### config.mk
export PLATFORM = sky130hd
export DESIGN_NAME = fragment_reassembly_tracker_top
export DESIGN_NICKNAME = d
export VERILOG_FILES = /design/src/rtl/frt_pkg.sv /design/src/rtl/frt_ctrl.sv /design/src/rtl/frt_datapath.sv /design/src/rtl/fragment_reassembly_tracker_top.sv
export SDC_FILE = /design/constraint.sdc
export NUM_CORES = 1
export LEC_CHECK = 0
export ABC_CLOCK_PERIOD_IN_PS = 16100
export BUFFER_PORTS_ARGS = -buffer_cell sky130_fd_sc_hd__clkbuf_2
export CAP_MARGIN = 5
export CORE_MARGIN = 10
export CORE_UTILIZATION = 54
export CTS_BUF_LIST = sky130_fd_sc_hd__clkbuf_2 sky130_fd_sc_hd__clkbuf_4 sky130_fd_sc_hd__clkbuf_8
export DETAILED_ROUTE_END_ITERATION = 12
export GPL_ROUTABILITY_DRIVEN = 0
export GPL_TIMING_DRIVEN = 0
export PLACE_DENSITY_LB_ADDON = 0.2
export REMOVE_ABC_BUFFERS = 1
export SYNTH_ARGS = -nofsm -noshare
export SYNTH_HDL_FRONTEND = slang
export SYNTH_HIERARCHICAL = 1
export SYNTH_SLANG_ARGS = --single-unit
### constraint.sdc
create_clock -name clock -period 16.1 [get_ports clock]
set_clock_uncertainty 0.2 [all_clocks]
set_input_delay 3.22 -clock clock [delete_from_list [all_inputs] [get_ports clock]]
set_output_delay 3.22 -clock clock [all_outputs]
set_load 0.01 [all_outputs]
### src/rtl/frt_pkg.sv
// Shared types and constants of the fragment reassembly tracker.
package frt_pkg;

   localparam logic [1:0] REQ_FRAGMENT   = 2'd0;
   localparam logic [1:0] REQ_RELIABLE   = 2'd1;
   localparam logic [1:0] REQ_UNRELIABLE = 2'd2;
   localparam logic [1:0] REQ_TICK       = 2'd3;

   localparam logic [1:0] CSR_MAX_PARTS = 2'd0;
   localparam logic [1:0] CSR_MAX_BYTES = 2'd1;
   localparam logic [1:0] CSR_TIMEOUT   = 2'd2;

   localparam logic [16:0] AGE_MAX = 17'h1FFFF;

   typedef enum logic [2:0] {
      ST_IDLE,
      ST_LOOKUP,
      ST_APPLY,
      ST_AGE,
      ST_EXPIRE,
      ST_SEND
   } state_type;

   // Controller to datapath commands.
   typedef struct packed {
      logic load;      // capture request
      logic lookup;    // register slot search
      logic apply;     // update entries, build result
      logic age;       // age all entries
      logic expire;    // emit lowest-channel expiry
      logic send;      // present result
   } cmd_type;

   // Datapath to controller status.
   typedef struct packed {
      logic is_tick;
      logic any_hit;   // expiries still pending
      logic last_hit;  // current expiry is the final one
      logic rsp_taken;
   } status_type;

endpackage

### src/rtl/frt_ctrl.sv
// Sequencing state machine of the fragment reassembly tracker.
module frt_ctrl
   import frt_pkg::*;
(
   input  logic       clock,
   input  logic       reset,
   input  logic       req_valid,
   output logic       req_stall,
   input  status_type status,
   output cmd_type    cmd
);

   state_type state_ff, state_in;
   logic      tick_more_ff, tick_more_in;

   // State register
   always_ff @(posedge clock) begin
      if (reset) begin
         state_ff     <= ST_IDLE;
         tick_more_ff <= 1'b0;
      end else begin
         state_ff     <= state_in;
         tick_more_ff <= tick_more_in;
      end
   end

   // Next state and commands
   always_comb begin
      state_in     = state_ff;
      tick_more_in = tick_more_ff;
      cmd          = '0;
      req_stall    = 1'b1;
      unique case (state_ff)
         ST_IDLE: begin
            req_stall = 1'b0;
            if (req_valid) begin
               cmd.load = 1'b1;
               state_in = ST_LOOKUP;
            end
         end
         ST_LOOKUP: begin
            cmd.lookup = 1'b1;
            state_in   = status.is_tick ? ST_AGE : ST_APPLY;
         end
         ST_APPLY: begin
            cmd.apply    = 1'b1;
            tick_more_in = 1'b0;
            state_in     = ST_SEND;
         end
         ST_AGE: begin
            cmd.age  = 1'b1;
            state_in = ST_EXPIRE;
         end
         ST_EXPIRE: begin
            if (status.any_hit) begin
               cmd.expire   = 1'b1;
               tick_more_in = !status.last_hit;
               state_in     = ST_SEND;
            end else begin
               state_in = ST_IDLE;
            end
         end
         ST_SEND: begin
            cmd.send = 1'b1;
            if (status.rsp_taken)
               state_in = tick_more_ff ? ST_EXPIRE : ST_IDLE;
         end
         default: state_in = ST_IDLE;
      endcase
   end

endmodule

### src/rtl/frt_datapath.sv
// Entry table, checks and result register of the fragment reassembly tracker.
module frt_datapath
   import frt_pkg::*;
#(
   parameter int MAX_ASSEMBLIES = 4
) (
   input  logic        clock,
   input  logic        reset,
   input  cmd_type     cmd,
   output status_type  status,
   input  logic        csr_valid,
   input  logic [1:0]  csr_index,
   input  logic [23:0] csr_data,
   input  logic [1:0]  req_type,
   input  logic [7:0]  req_channel,
   input  logic [31:0] req_packet_id,
   input  logic [15:0] req_part_index,
   input  logic [15:0] req_part_total,
   input  logic [15:0] req_payload_bytes,
   input  logic [15:0] req_delta_ms,
   output logic        rsp_valid,
   input  logic        rsp_stall,
   output logic        rsp_progressed,
   output logic        rsp_lost_data,
   output logic        rsp_completed,
   output logic [23:0] rsp_assembled_length,
   output logic        rsp_suppressed,
   output logic        rsp_expired,
   output logic [7:0]  rsp_result_channel,
   output logic        rsp_last
);

   localparam int N  = MAX_ASSEMBLIES;
   localparam int SW = (N > 1) ? $clog2(N) : 1;

   // Configuration registers
   logic [15:0] max_parts_ff;
   logic [23:0] max_bytes_ff;
   logic [15:0] timeout_ff;

   always_ff @(posedge clock) begin
      if (reset) begin
         max_parts_ff <= 16'd1024;
         max_bytes_ff <= 24'd1048576;
         timeout_ff   <= 16'd10000;
      end else if (csr_valid) begin
         unique case (csr_index)
            CSR_MAX_PARTS: max_parts_ff <= csr_data[15:0];
            CSR_MAX_BYTES: max_bytes_ff <= csr_data;
            CSR_TIMEOUT:   max_parts_ff <= max_parts_ff;
            default:       max_parts_ff <= max_parts_ff;
         endcase
         if (csr_index == CSR_TIMEOUT)
            timeout_ff <= csr_data[15:0];
      end
   end

   // Captured request
   logic [1:0]  type_ff;
   logic [7:0]  ch_ff;
   logic [31:0] id_ff;
   logic [15:0] part_ff, total_ff, bytes_ff, delta_ff;

   always_ff @(posedge clock) begin
      if (cmd.load) begin
         type_ff  <= req_type;
         ch_ff    <= req_channel;
         id_ff    <= req_packet_id;
         part_ff  <= req_part_index;
         total_ff <= req_part_total;
         bytes_ff <= req_payload_bytes;
         delta_ff <= req_delta_ms;
      end
   end

   // Entry table
   logic [N-1:0] valid_ff;
   logic [7:0]   ech_ff   [N];
   logic [31:0]  eid_ff   [N];
   logic [15:0]  etot_ff  [N];
   logic [15:0]  ecur_ff  [N];
   logic [23:0]  ebyte_ff [N];
   logic [16:0]  eage_ff  [N];
   logic [N-1:0] hit_ff;

   // Slot search, registered
   logic          found_ff, free_ok_ff, bad_ff;
   logic [SW-1:0] found_ix_ff, free_ix_ff;
   logic          found_c, free_c;
   logic [SW-1:0] found_ix_c, free_ix_c;

   always_comb begin
      found_c = 1'b0; found_ix_c = '0;
      free_c  = 1'b0; free_ix_c  = '0;
      for (int i = N - 1; i >= 0; i--) begin
         if (valid_ff[i] && ech_ff[i] == ch_ff) begin
            found_c = 1'b1; found_ix_c = SW'(i);
         end
         if (!valid_ff[i]) begin
            free_c = 1'b1; free_ix_c = SW'(i);
         end
      end
   end

   always_ff @(posedge clock) begin
      if (cmd.lookup) begin
         found_ff    <= found_c;
         found_ix_ff <= found_ix_c;
         free_ok_ff  <= free_c;
         free_ix_ff  <= free_ix_c;
         bad_ff      <= (total_ff == 16'd0) || (total_ff > max_parts_ff)
                        || (part_ff >= total_ff);
      end
   end

   // Fragment checks on the located entry
   logic        mismatch;
   logic        open_new, cont;
   logic [SW-1:0] slot;
   logic [23:0] base, room;
   logic        overflow;
   logic [23:0] sum;
   logic        done;
   logic [16:0] cur_inc;

   always_comb begin
      cur_inc  = {1'b0, ecur_ff[found_ix_ff]} + 17'd1;
      mismatch = found_ff && (cur_inc != {1'b0, part_ff} ||
                 etot_ff[found_ix_ff] != total_ff || eid_ff[found_ix_ff] != id_ff);
      cont     = found_ff && !mismatch;
      // a mismatched entry frees its slot; lowest free slot then may be it
      open_new = !cont && part_ff == 16'd0 &&
                 (free_ok_ff || mismatch);
      if (cont)
         slot = found_ix_ff;
      else if (mismatch && (!free_ok_ff || found_ix_ff < free_ix_ff))
         slot = found_ix_ff;
      else
         slot = free_ix_ff;
      base     = cont ? ebyte_ff[found_ix_ff] : 24'd0;
      room     = (base <= max_bytes_ff) ? max_bytes_ff - base : 24'd0;
      overflow = {8'd0, bytes_ff} > room;
      sum      = base + {8'd0, bytes_ff};
      done     = ({1'b0, part_ff} + 17'd1) == {1'b0, total_ff};
   end

   // Aging and expiry selection
   logic [N-1:0]  age_hit;
   logic [16:0]   age_new [N];
   logic [SW-1:0] best;
   logic          best_ok;
   logic [N-1:0]  hit_rest;

   always_comb begin
      for (int i = 0; i < N; i++) begin
         logic [17:0] s;
         s = {1'b0, eage_ff[i]} + {2'b0, delta_ff};
         age_new[i] = s[17] ? AGE_MAX : s[16:0];
         age_hit[i] = valid_ff[i] && age_new[i] >= {1'b0, timeout_ff};
      end
      best = '0; best_ok = 1'b0;
      for (int i = 0; i < N; i++) begin
         if (hit_ff[i] && (!best_ok || ech_ff[i] < ech_ff[best])) begin
            best = SW'(i); best_ok = 1'b1;
         end
      end
      hit_rest = hit_ff;
      hit_rest[best] = 1'b0;
   end

   // Table and result updates
   logic rsp_valid_ff;
   always_ff @(posedge clock) begin
      if (reset) begin
         valid_ff     <= '0;
         hit_ff       <= '0;
         rsp_valid_ff <= 1'b0;
      end else begin
         if (cmd.send && !rsp_stall)
            rsp_valid_ff <= 1'b0;
         if (cmd.apply) begin
            rsp_valid_ff         <= 1'b1;
            rsp_progressed       <= 1'b0;
            rsp_lost_data        <= 1'b0;
            rsp_completed        <= 1'b0;
            rsp_assembled_length <= '0;
            rsp_suppressed       <= 1'b0;
            rsp_expired          <= 1'b0;
            rsp_result_channel   <= ch_ff;
            rsp_last             <= 1'b1;
            case (type_ff)
               REQ_FRAGMENT: begin
                  if (!bad_ff) begin
                     if (mismatch)
                        valid_ff[found_ix_ff] <= 1'b0;
                     if (!cont && !open_new) begin
                        rsp_lost_data <= 1'b1;
                     end else if (overflow) begin
                        valid_ff[slot] <= 1'b0;
                        rsp_lost_data  <= 1'b1;
                     end else begin
                        valid_ff[slot] <= !done;
                        ech_ff[slot]   <= ch_ff;
                        eid_ff[slot]   <= id_ff;
                        etot_ff[slot]  <= total_ff;
                        ecur_ff[slot]  <= part_ff;
                        ebyte_ff[slot] <= sum;
                        eage_ff[slot]  <= '0;
                        rsp_progressed <= 1'b1;
                        rsp_lost_data  <= mismatch;
                        rsp_completed  <= done;
                        if (done)
                           rsp_assembled_length <= sum;
                     end
                  end
               end
               REQ_RELIABLE: begin
                  if (found_ff) begin
                     valid_ff[found_ix_ff] <= 1'b0;
                     rsp_lost_data         <= 1'b1;
                  end
               end
               default: rsp_suppressed <= found_ff;
            endcase
         end
         if (cmd.age) begin
            for (int i = 0; i < N; i++)
               if (valid_ff[i])
                  eage_ff[i] <= age_new[i];
            hit_ff <= age_hit;
         end
         if (cmd.expire) begin
            hit_ff               <= hit_rest;
            valid_ff[best]       <= 1'b0;
            rsp_valid_ff         <= 1'b1;
            rsp_progressed       <= 1'b0;
            rsp_lost_data        <= 1'b1;
            rsp_completed        <= 1'b0;
            rsp_assembled_length <= '0;
            rsp_suppressed       <= 1'b0;
            rsp_expired          <= 1'b1;
            rsp_result_channel   <= ech_ff[best];
            rsp_last             <= (hit_rest == '0);
         end
      end
   end

   assign rsp_valid        = rsp_valid_ff;
   assign status.is_tick   = (type_ff == REQ_TICK);
   assign status.any_hit   = (hit_ff != '0);
   assign status.last_hit  = (hit_rest == '0);
   assign status.rsp_taken = rsp_valid_ff && !rsp_stall;

endmodule

### src/rtl/fragment_reassembly_tracker_top.sv
// Top level of the fragment reassembly tracker.
// Tracks in-order fragment reassembly for up to MAX_ASSEMBLIES channels. One
// item is handled at a time by a small sequencer. A fragment, reliable or
// unreliable item passes through accept, slot search and update, followed by
// its one result transaction; no new item is taken until that result is
// accepted. A tick passes through accept, slot search and aging, then one
// expiry step and one result transaction per expired entry, lowest channel
// first; a tick where nothing expires ends after one expiry check and gives
// no result. The entry table is a set of registers searched in parallel.
// Configuration writes are always ready and should be made idle.
module fragment_reassembly_tracker_top
   import frt_pkg::*;
#(
   parameter int MAX_ASSEMBLIES = 4
) (
   input  logic        clock,
   input  logic        reset,
   input  logic        req_valid,
   output logic        req_stall,
   input  logic [1:0]  req_type,
   input  logic [7:0]  req_channel,
   input  logic [31:0] req_packet_id,
   input  logic [15:0] req_part_index,
   input  logic [15:0] req_part_total,
   input  logic [15:0] req_payload_bytes,
   input  logic [15:0] req_delta_ms,
   output logic        rsp_valid,
   input  logic        rsp_stall,
   output logic        rsp_progressed,
   output logic        rsp_lost_data,
   output logic        rsp_completed,
   output logic [23:0] rsp_assembled_length,
   output logic        rsp_suppressed,
   output logic        rsp_expired,
   output logic [7:0]  rsp_result_channel,
   output logic        rsp_last,
   input  logic        csr_valid,
   output logic        csr_ready,
   input  logic [1:0]  csr_index,
   input  logic [23:0] csr_data
);

   cmd_type    cmd;
   status_type status;

   assign csr_ready = 1'b1;

   frt_ctrl u_ctrl (
      .clock(clock), .reset(reset), .req_valid(req_valid),
      .req_stall(req_stall), .status(status), .cmd(cmd)
   );

   frt_datapath #(.MAX_ASSEMBLIES(MAX_ASSEMBLIES)) u_dp (
      .clock(clock), .reset(reset), .cmd(cmd), .status(status),
      .csr_valid(csr_valid), .csr_index(csr_index), .csr_data(csr_data),
      .req_type(req_type), .req_channel(req_channel),
      .req_packet_id(req_packet_id), .req_part_index(req_part_index),
      .req_part_total(req_part_total), .req_payload_bytes(req_payload_bytes),
      .req_delta_ms(req_delta_ms),
      .rsp_valid(rsp_valid), .rsp_stall(rsp_stall),
      .rsp_progressed(rsp_progressed), .rsp_lost_data(rsp_lost_data),
      .rsp_completed(rsp_completed), .rsp_assembled_length(rsp_assembled_length),
      .rsp_suppressed(rsp_suppressed), .rsp_expired(rsp_expired),
      .rsp_result_channel(rsp_result_channel), .rsp_last(rsp_last)
   );

`ifndef ASSERT_OFF
   // No new transaction while a result is pending
   a_busy: assert property (@(posedge clock) disable iff (reset)
      rsp_valid |-> req_stall) else $error("request taken with result pending");
   // Completion always carries progress
   a_comp: assert property (@(posedge clock) disable iff (reset)
      rsp_valid && rsp_completed |-> rsp_progressed && rsp_last)
      else $error("completion without progress");
   // Expiry reports a loss
   a_exp: assert property (@(posedge clock) disable iff (reset)
      rsp_valid && rsp_expired |-> rsp_lost_data && !rsp_progressed)
      else $error("expiry without loss");
`endif

endmodule
==> impl_metrics.ini, run 1 <==
[yosys]
yosysWarnings = 6
synth-edff-count = 603
postSynthAreaPerCell_um2 = 12.2
syn_area_um2 = 35900
synth.distinct_cells = 102
synth_ff_type = edfxtp_1
ys_async_sr_fraction_pct = 0
netlist.area_leader.share_pct = 50.5
synth_top_cell_by_area = edfxtp_1
netlist_instances = 2947
synth_area_leaders = edfxtp_1 (50%), ha_1 (8.4%), dfxtp_1 (3.9%)
ys_seq_elements = 672
seq_area_frac_synth_pct = 54.3

[sta]
worst_hold_slack_ps = 259
slew_violations = 0
maxSlewHeadroom_pct = 14.0
fin_crit_sh_pct = 78.6
hold_viol = 0
fin_crit_ps = 12650
achievable-frequency_ghz = 0.0790
finalSetupViolations = 0
worst_pin_slew_ps = 1290
setup_tns_ps = 0
rsz0062_at_grt = false

[clocking]
numCtsBuffers = 111
htreeDepth = 3
clockBufferDepth = 3
cts_root_buf = clkbuf_8
holdBufCountCts = 0
clkTransAtPathRegs_ps = 60
insertion_delay_ps = 730
cts_tree = yes
cts_resized = 0
cts_sinks = 672
post_cts_buffers = 0

[routing]
drtIter0Drc = 2054
drt_first_pass_iters = 7
dr_wl_met3_um = 6140
drtAntennaViolNets = 0
viasPerCell = 5.98
wl_met2_um = 43300
wl_met1_um = 37400
routedWlPerCell_um = 21.6
num_vias = 24800
remaining_drc_errors = 0
highest_layer = met5
wl_um = 89400

[setup_path]
worstPathArrival_ps = 12850
ff2ff_path_depth = 39
regToRegSetupSlack_ps = 3450
criticalPathCategory = flop to flop
cp_max_fo = 23
crit_path_frequent_cell = a21o_1
crit_path_start_kind = flop
cpPeakStageDelay_ps = 890
crit_path_top_delay_cell = edfxtp_1
crit_path_end_kind = flop
worstPathRequired_ps = 16300

[floorplanning]
coreArea_um2 = 65700
dieArea_um2 = 77100
die_y_um = 278
top_level_ports = 178
start_util_pct = 54.6
row_count = 94
dieWidth_um = 278

[power_and_ir_drop]
p_leak_uw = 0.0154
peakVddDrop_uv = 78.9
total_power_uw = 4090
powerDensity_nw_per_um2 = 100

[finish]
seqCellArea_um2 = 19500
multiInputGateArea_um2 = 15300
nFillCells = 5020
final_util_pct = 61.9
layout-drive-gt1-share_pct = 15.8
synthToLayoutAreaGrowth_pct = 13.5
postLayoutCellArea_um2 = 40700
nets = 3563

[grt]
antenna_found_initial = 7
grt_use_total_pct = 22.7
grt_max_degree = 56
grt_pass1_wl_um = 140000
grt_pass1_vias = 25300
overflow = 0

[placed_design]
dp.final_hpwl_um = 64900
place_area_um2 = 38300
portBuffers = 176

[hold_path]
hold_path.class = flop to flop
holdPathStages = 2

[flow_run]
cap_viol_max_count = 0

[outcome]
status = complete, no violations
==> final timing paths <==
path                        endpoint           startpoint
setup / recovery  u_dp/eid_ff[2][19]  u_dp/found_ix_ff[0]
hold / removal    u_dp/timeout_ff[7]   u_dp/timeout_ff[7]
setup reg to reg  u_dp/eid_ff[2][19]  u_dp/found_ix_ff[0]
hold reg to reg   u_dp/timeout_ff[7]   u_dp/timeout_ff[7]
==> flip-flops by register name (all words and copies together) (netlist names), 32 cells and up <==
signal	cells
u_dp/eid_ff	128
u_dp/ebyte_ff	96
u_dp/eage_ff	68
u_dp/ecur_ff	64
u_dp/etot_ff	64
u_dp/ech_ff	32
u_dp/id_ff	32
==> stage by stage <==
step,setup slack [ps],std cells
3_5_place_dp,3240,3928
3_3_place_gp,-9570,3884
5_1_grt,2540,4143
2_1_floorplan,-471,2844
4_1_cts,3150,4140
6_report,3450,4145
==> placed cells by master (no fill, tap or decap), types with 18 or more instances in the layout <==
cell,netlist,layout
edfxtp_1,603,603
nand2_1,297,297
ha_1,241,241
a21oi_1,225,223
clkbuf_2,0,176
inv_1,162,162
xnor2_1,134,134
clkbuf_8,0,121
nor2_1,119,114
o21ai_0,102,96
dfxtp_1,69,69
nor2b_1,67,67
a21o_1,57,57
nand3_1,53,53
nand4_1,51,51
mux2i_1,49,49
xor2_1,44,44
nand2b_1,40,40
nor3_1,40,40
o21a_1,39,39
clkbuf_4,0,34
mux4_1,34,34
mux4_2,32,32
a211oi_1,30,30
clkinv_1,0,29
nor4_1,28,28
mux2_2,20,20
a31oi_1,19,19
o211ai_1,19,19
buf_16,0,18
==> logic make-up (layout without fill, tap and decap cells) <==
family,Yosys count,count (layout),synth area share (%)
AND/OR/NAND/NOR,826,826,11.8
flip-flops,672,672,54.3
AO/OA/AOI/OAI,619,619,11.0
buffers and inverters,267,598,3.23
adder cells (fa/ha/maj),248,248,8.77
XOR/XNOR,178,178,4.35
multiplexers,136,136,6.54
other,1,4,0.0105
==> synth_stat cells (all sizes together) (18+ instances only) <==
library cell and n:
mux4 66, a31oi 19, xor2 44, mux2i 49, mux2 21, nor2b 69
a211oi 30, nor2 119, nor4 30, ha 241, o21a 39, nor3 41
nand2b 40, dfxtp 69, a21o 59, clkbuf 70, buf 33, and3 18
edfxtp 603, xnor2 134, o211ai 19, o21ai 104, a21oi 225, nand2 297
or2 18, inv 164, nand3 54, nand4 52
==> layer usage <==
layer | vias to the layer above | global-route usage, %
li1 | 11600 | -
met1 | 12100 | 28.8
met2 | 846 | 38.3
met3 | 193 | 4.73
met4 | 12 | 7.32
met5 | - | 0
==> critical path: cells and delay by family (launching register included) <==
kind,cells,cell delay (ps)
xor+xnor,2,610
compound gates,12,3010
mux,1,700
fa+ha+maj,4,1190
simple gates,12,3900
flops,1,890
buf+inv,8,1730
==> where the power goes <==
part / leakage [uW] / switching (uW) / internal [uW]
clock network: 0.00124 / 694 / 870
registers: 0.00613 / 69.3 / 1950
logic: 0.00807 / 283 / 220
total: 0.0154 / 1050 / 3040
==> cell type report <==
type	count	area share, %
repair buffers	222	4.57
multi-input cells	2008	37.6
clock inverters	57	1.06
diodes	3	0.0184
flip-flops and latches	672	47.9
inverters	164	1.51
well taps	864	2.66
clock buffers	155	4.72
Note: power is estimated with default switching activity, not from simulation.
==> run 2, diff against run 1 <==
--- a/config.mk
+++ b/config.mk
@@ -5,7 +5,8 @@
 export SDC_FILE = /design/constraint.sdc
 export NUM_CORES = 1
 export LEC_CHECK = 0
-export ABC_CLOCK_PERIOD_IN_PS = 16100
+export ABC_AREA = 1
+export ABC_CLOCK_PERIOD_IN_PS = 11300
 export BUFFER_PORTS_ARGS = -buffer_cell sky130_fd_sc_hd__clkbuf_2
 export CAP_MARGIN = 5
 export CORE_MARGIN = 10
==> constraint.sdc (replaced) <==
create_clock -name clock -period 11.3 [get_ports clock]
set_clock_uncertainty 0.2 [all_clocks]
set_input_delay 2.26 -clock clock [delete_from_list [all_inputs] [get_ports clock]]
set_output_delay 2.26 -clock clock [all_outputs]
set_load 0.01 [all_outputs]
==> run 2 against run 1 <==
Setup slack worse by 2600 ps; highest routed layer unchanged; combinational power is 110% higher; die area is 1.3% lower; non-clock buffer count is 8 lower; core utilization is 0.38 points lower.
==> impl_metrics.ini, run 2 <==
[yosys]
synth_ff_type = edfxtp_1
seq_area_frac_synth_pct = 55.1
synth_area_leaders = edfxtp_1 (51%), ha_1 (8.5%), nand2_1 (6.9%)
postSynthAreaPerCell_um2 = 10.1
ys_seq_elements = 672
ys_async_sr_fraction_pct = 0
yosysMostFrequentCell = nand2_1
netlist_instances = 3485
yosys-top-cells-count = nand2_1 (649), edfxtp_1 (603), inv_1 (390), a21oi_1 (251), nor2_1 (244)
synth-edff-count = 603
netlist.area_leader.share_pct = 51.2
syn_area_um2 = 35400
synth_top_cell_by_area = edfxtp_1
synth.distinct_cells = 63
yosysWarnings = 6

[floorplanning]
row_count = 93
dieArea_um2 = 76100
dieWidth_um = 276
top_level_ports = 178
die_y_um = 276
coreArea_um2 = 64700
start_util_pct = 54.7

[grt]
grt_use_total_pct = 22.7
antenna_found_initial = 3
grt_max_degree = 65
grt_pass1_vias = 25300
overflow = 0
grt_pass1_wl_um = 136000

[placed_design]
portBuffers = 176
dp_cells = 4458
dp.final_hpwl_um = 63300

[clocking]
cts_sinks = 672
cts_root_buf = clkbuf_8
clockBufferDepth = 3
insertion_delay_ps = 750
cts_tree = yes
numCtsBuffers = 111
htreeDepth = 3
clkTransAtPathRegs_ps = 60

[routing]
viasPerCell = 5.61
drt_first_pass_iters = 5
wl_um = 88600
remaining_drc_errors = 0
drtAntennaViolNets = 0
drtIter0Drc = 2246
routedWlPerCell_um = 19.0
num_vias = 26200

[finish]
final_cells = 4670
layout-drive-gt1-share_pct = 12.6
layout_commonest_cell = nand2_1
most-common-layout-cells = nand2_1 (649), edfxtp_1 (603), inv_1 (390), a21oi_1 (251), ha_1 (241)
top_regs = u_dp/eid_ff (128), u_dp/ebyte_ff (96), u_dp/eage_ff (68)
top_register = u_dp/eid_ff
nFillCells = 5405
synthToLayoutAreaGrowth_pct = 12.6
largest_reg_flops = 128
nets = 4112

[setup_path]
crit_path_top_delay_cell = edfxtp_1
crit_path_end_kind = flop
crit_path_frequent_cell = nor2_1
cp_max_fo = 33
cpPeakStageDelay_ps = 470
worstPathRequired_ps = 11540
crit_path_start_kind = flop
worstPathArrival_ps = 10640
criticalPathCategory = flop to flop

[power_and_ir_drop]
p_leak_uw = 0.0165
peakVddDrop_uv = 93.0
powerDensity_nw_per_um2 = 151

[sta]
hold_viol = 0
maxSlewHeadroom_pct = 19.3
finalSetupViolations = 0
setup_tns_ps = 0
slew_violations = 0
fin_crit_sh_pct = 92.1
fin_crit_ps = 10400
achievable-frequency_ghz = 0.0961
worst_pin_slew_ps = 1200
rsz0062_at_grt = false

[flow_run]
cap_viol_max_count = 0

[hold_path]
hold_path.class = flop to flop

[outcome]
status = complete, no violations
[run 2: cell types whose count changed after synthesis, sizes merged, moves of 40 or more]
cell    previous run  this run
a21o              59        19
a22oi              5       110
inv              164       399
mux2i             49         0
mux4              66         0
nand2            297       654
nand2b            40         0
nand3             54       144
nor2             119       272
nor2b             69         2
o21ai            104       150
xnor2            134        34
xor2              44       106
[run 2: area by class of cell]
class                   instances  area [um2]  share of cell area, %
clock buffers                 149        1830                   4.60
well taps                     855        1070                   2.69
diodes                          1        2.50                0.00629
clock inverters                50         284                  0.713
inverters                     407        1530                   3.85
repair buffers                214        1570                   3.93
flip-flops and latches        672       19500                   49.0
multi-input cells            2322       14000                   35.3
[run 2: worst paths after layout]
kind	endpoint	depth (start not counted)	slack, ps	start
worst max register to register	u_dp/eid_ff[2][27]	49	900	u_dp/found_ix_ff[0]
worst max-delay path	u_dp/eid_ff[2][27]	49	900	u_dp/found_ix_ff[0]
worst min register to register	u_dp/max_parts_ff[9]	2	260	u_dp/max_parts_ff[9]
worst min-delay path	u_dp/max_parts_ff[9]	2	260	u_dp/max_parts_ff[9]
[run 2: per-stage QoR]
step                      power, uW  hold WS, ps  cell area [um2]  util [%]  setup slack (ps)
after floorplan                3640          235            34900         -             -1380
after global placement         3960          246            36900      57.0             -9270
after detailed placement       3990          255            37600      58.1              -699
after CTS                      6040          265            39700      61.4               163
after global routing           6310          279            39800      61.5               150
final                          6010          262            39800      61.5               896
[run 2: what timing repair did]
item	CTS	global route
hold buffers	0	0
setup buffers	4	5
pin swaps	2	2
hold endpoints to repair	0	0
gates resized for setup	0	3
endpoints found under the setup margin	219	385
cloned	1	2
[run 2: cells by family (layout without fill, tap and decap cells)]
group / count (synthesis) / after routing / share of synthesized area [%]
buf+inv: 494 / 820 / 5.50
other cells: 1 / 2 / 0.0106
fa+ha+maj: 247 / 247 / 8.87
compound gates: 674 / 674 / 11.5
simple gates: 1256 / 1259 / 15.5
flops: 672 / 672 / 55.1
xor+xnor: 141 / 141 / 3.53
[run 2: metal layers]
layer	wire length (um)	GRT usage (%)	up-vias
met2	42100	37.5	825
met3	5870	3.73	154
met1	38100	30.2	12400
met5	30	0	-
met4	2390	7.67	4
li1	-	-	12800
[run 2: worst max-delay path: cells and delay by family, from the launching register on]
kind | cells | cell delay [ps]
compound gates | 8 | 1810
simple gates | 27 | 4450
fa+ha+maj | 3 | 940
flops | 1 | 470
xor+xnor | 1 | 290
buf+inv | 10 | 1840
[run 2: power breakdown]
group	switching (uW)	internal [uW]
sequential	109	2810
combinational	668	378
clock	988	1060
total	1770	4250
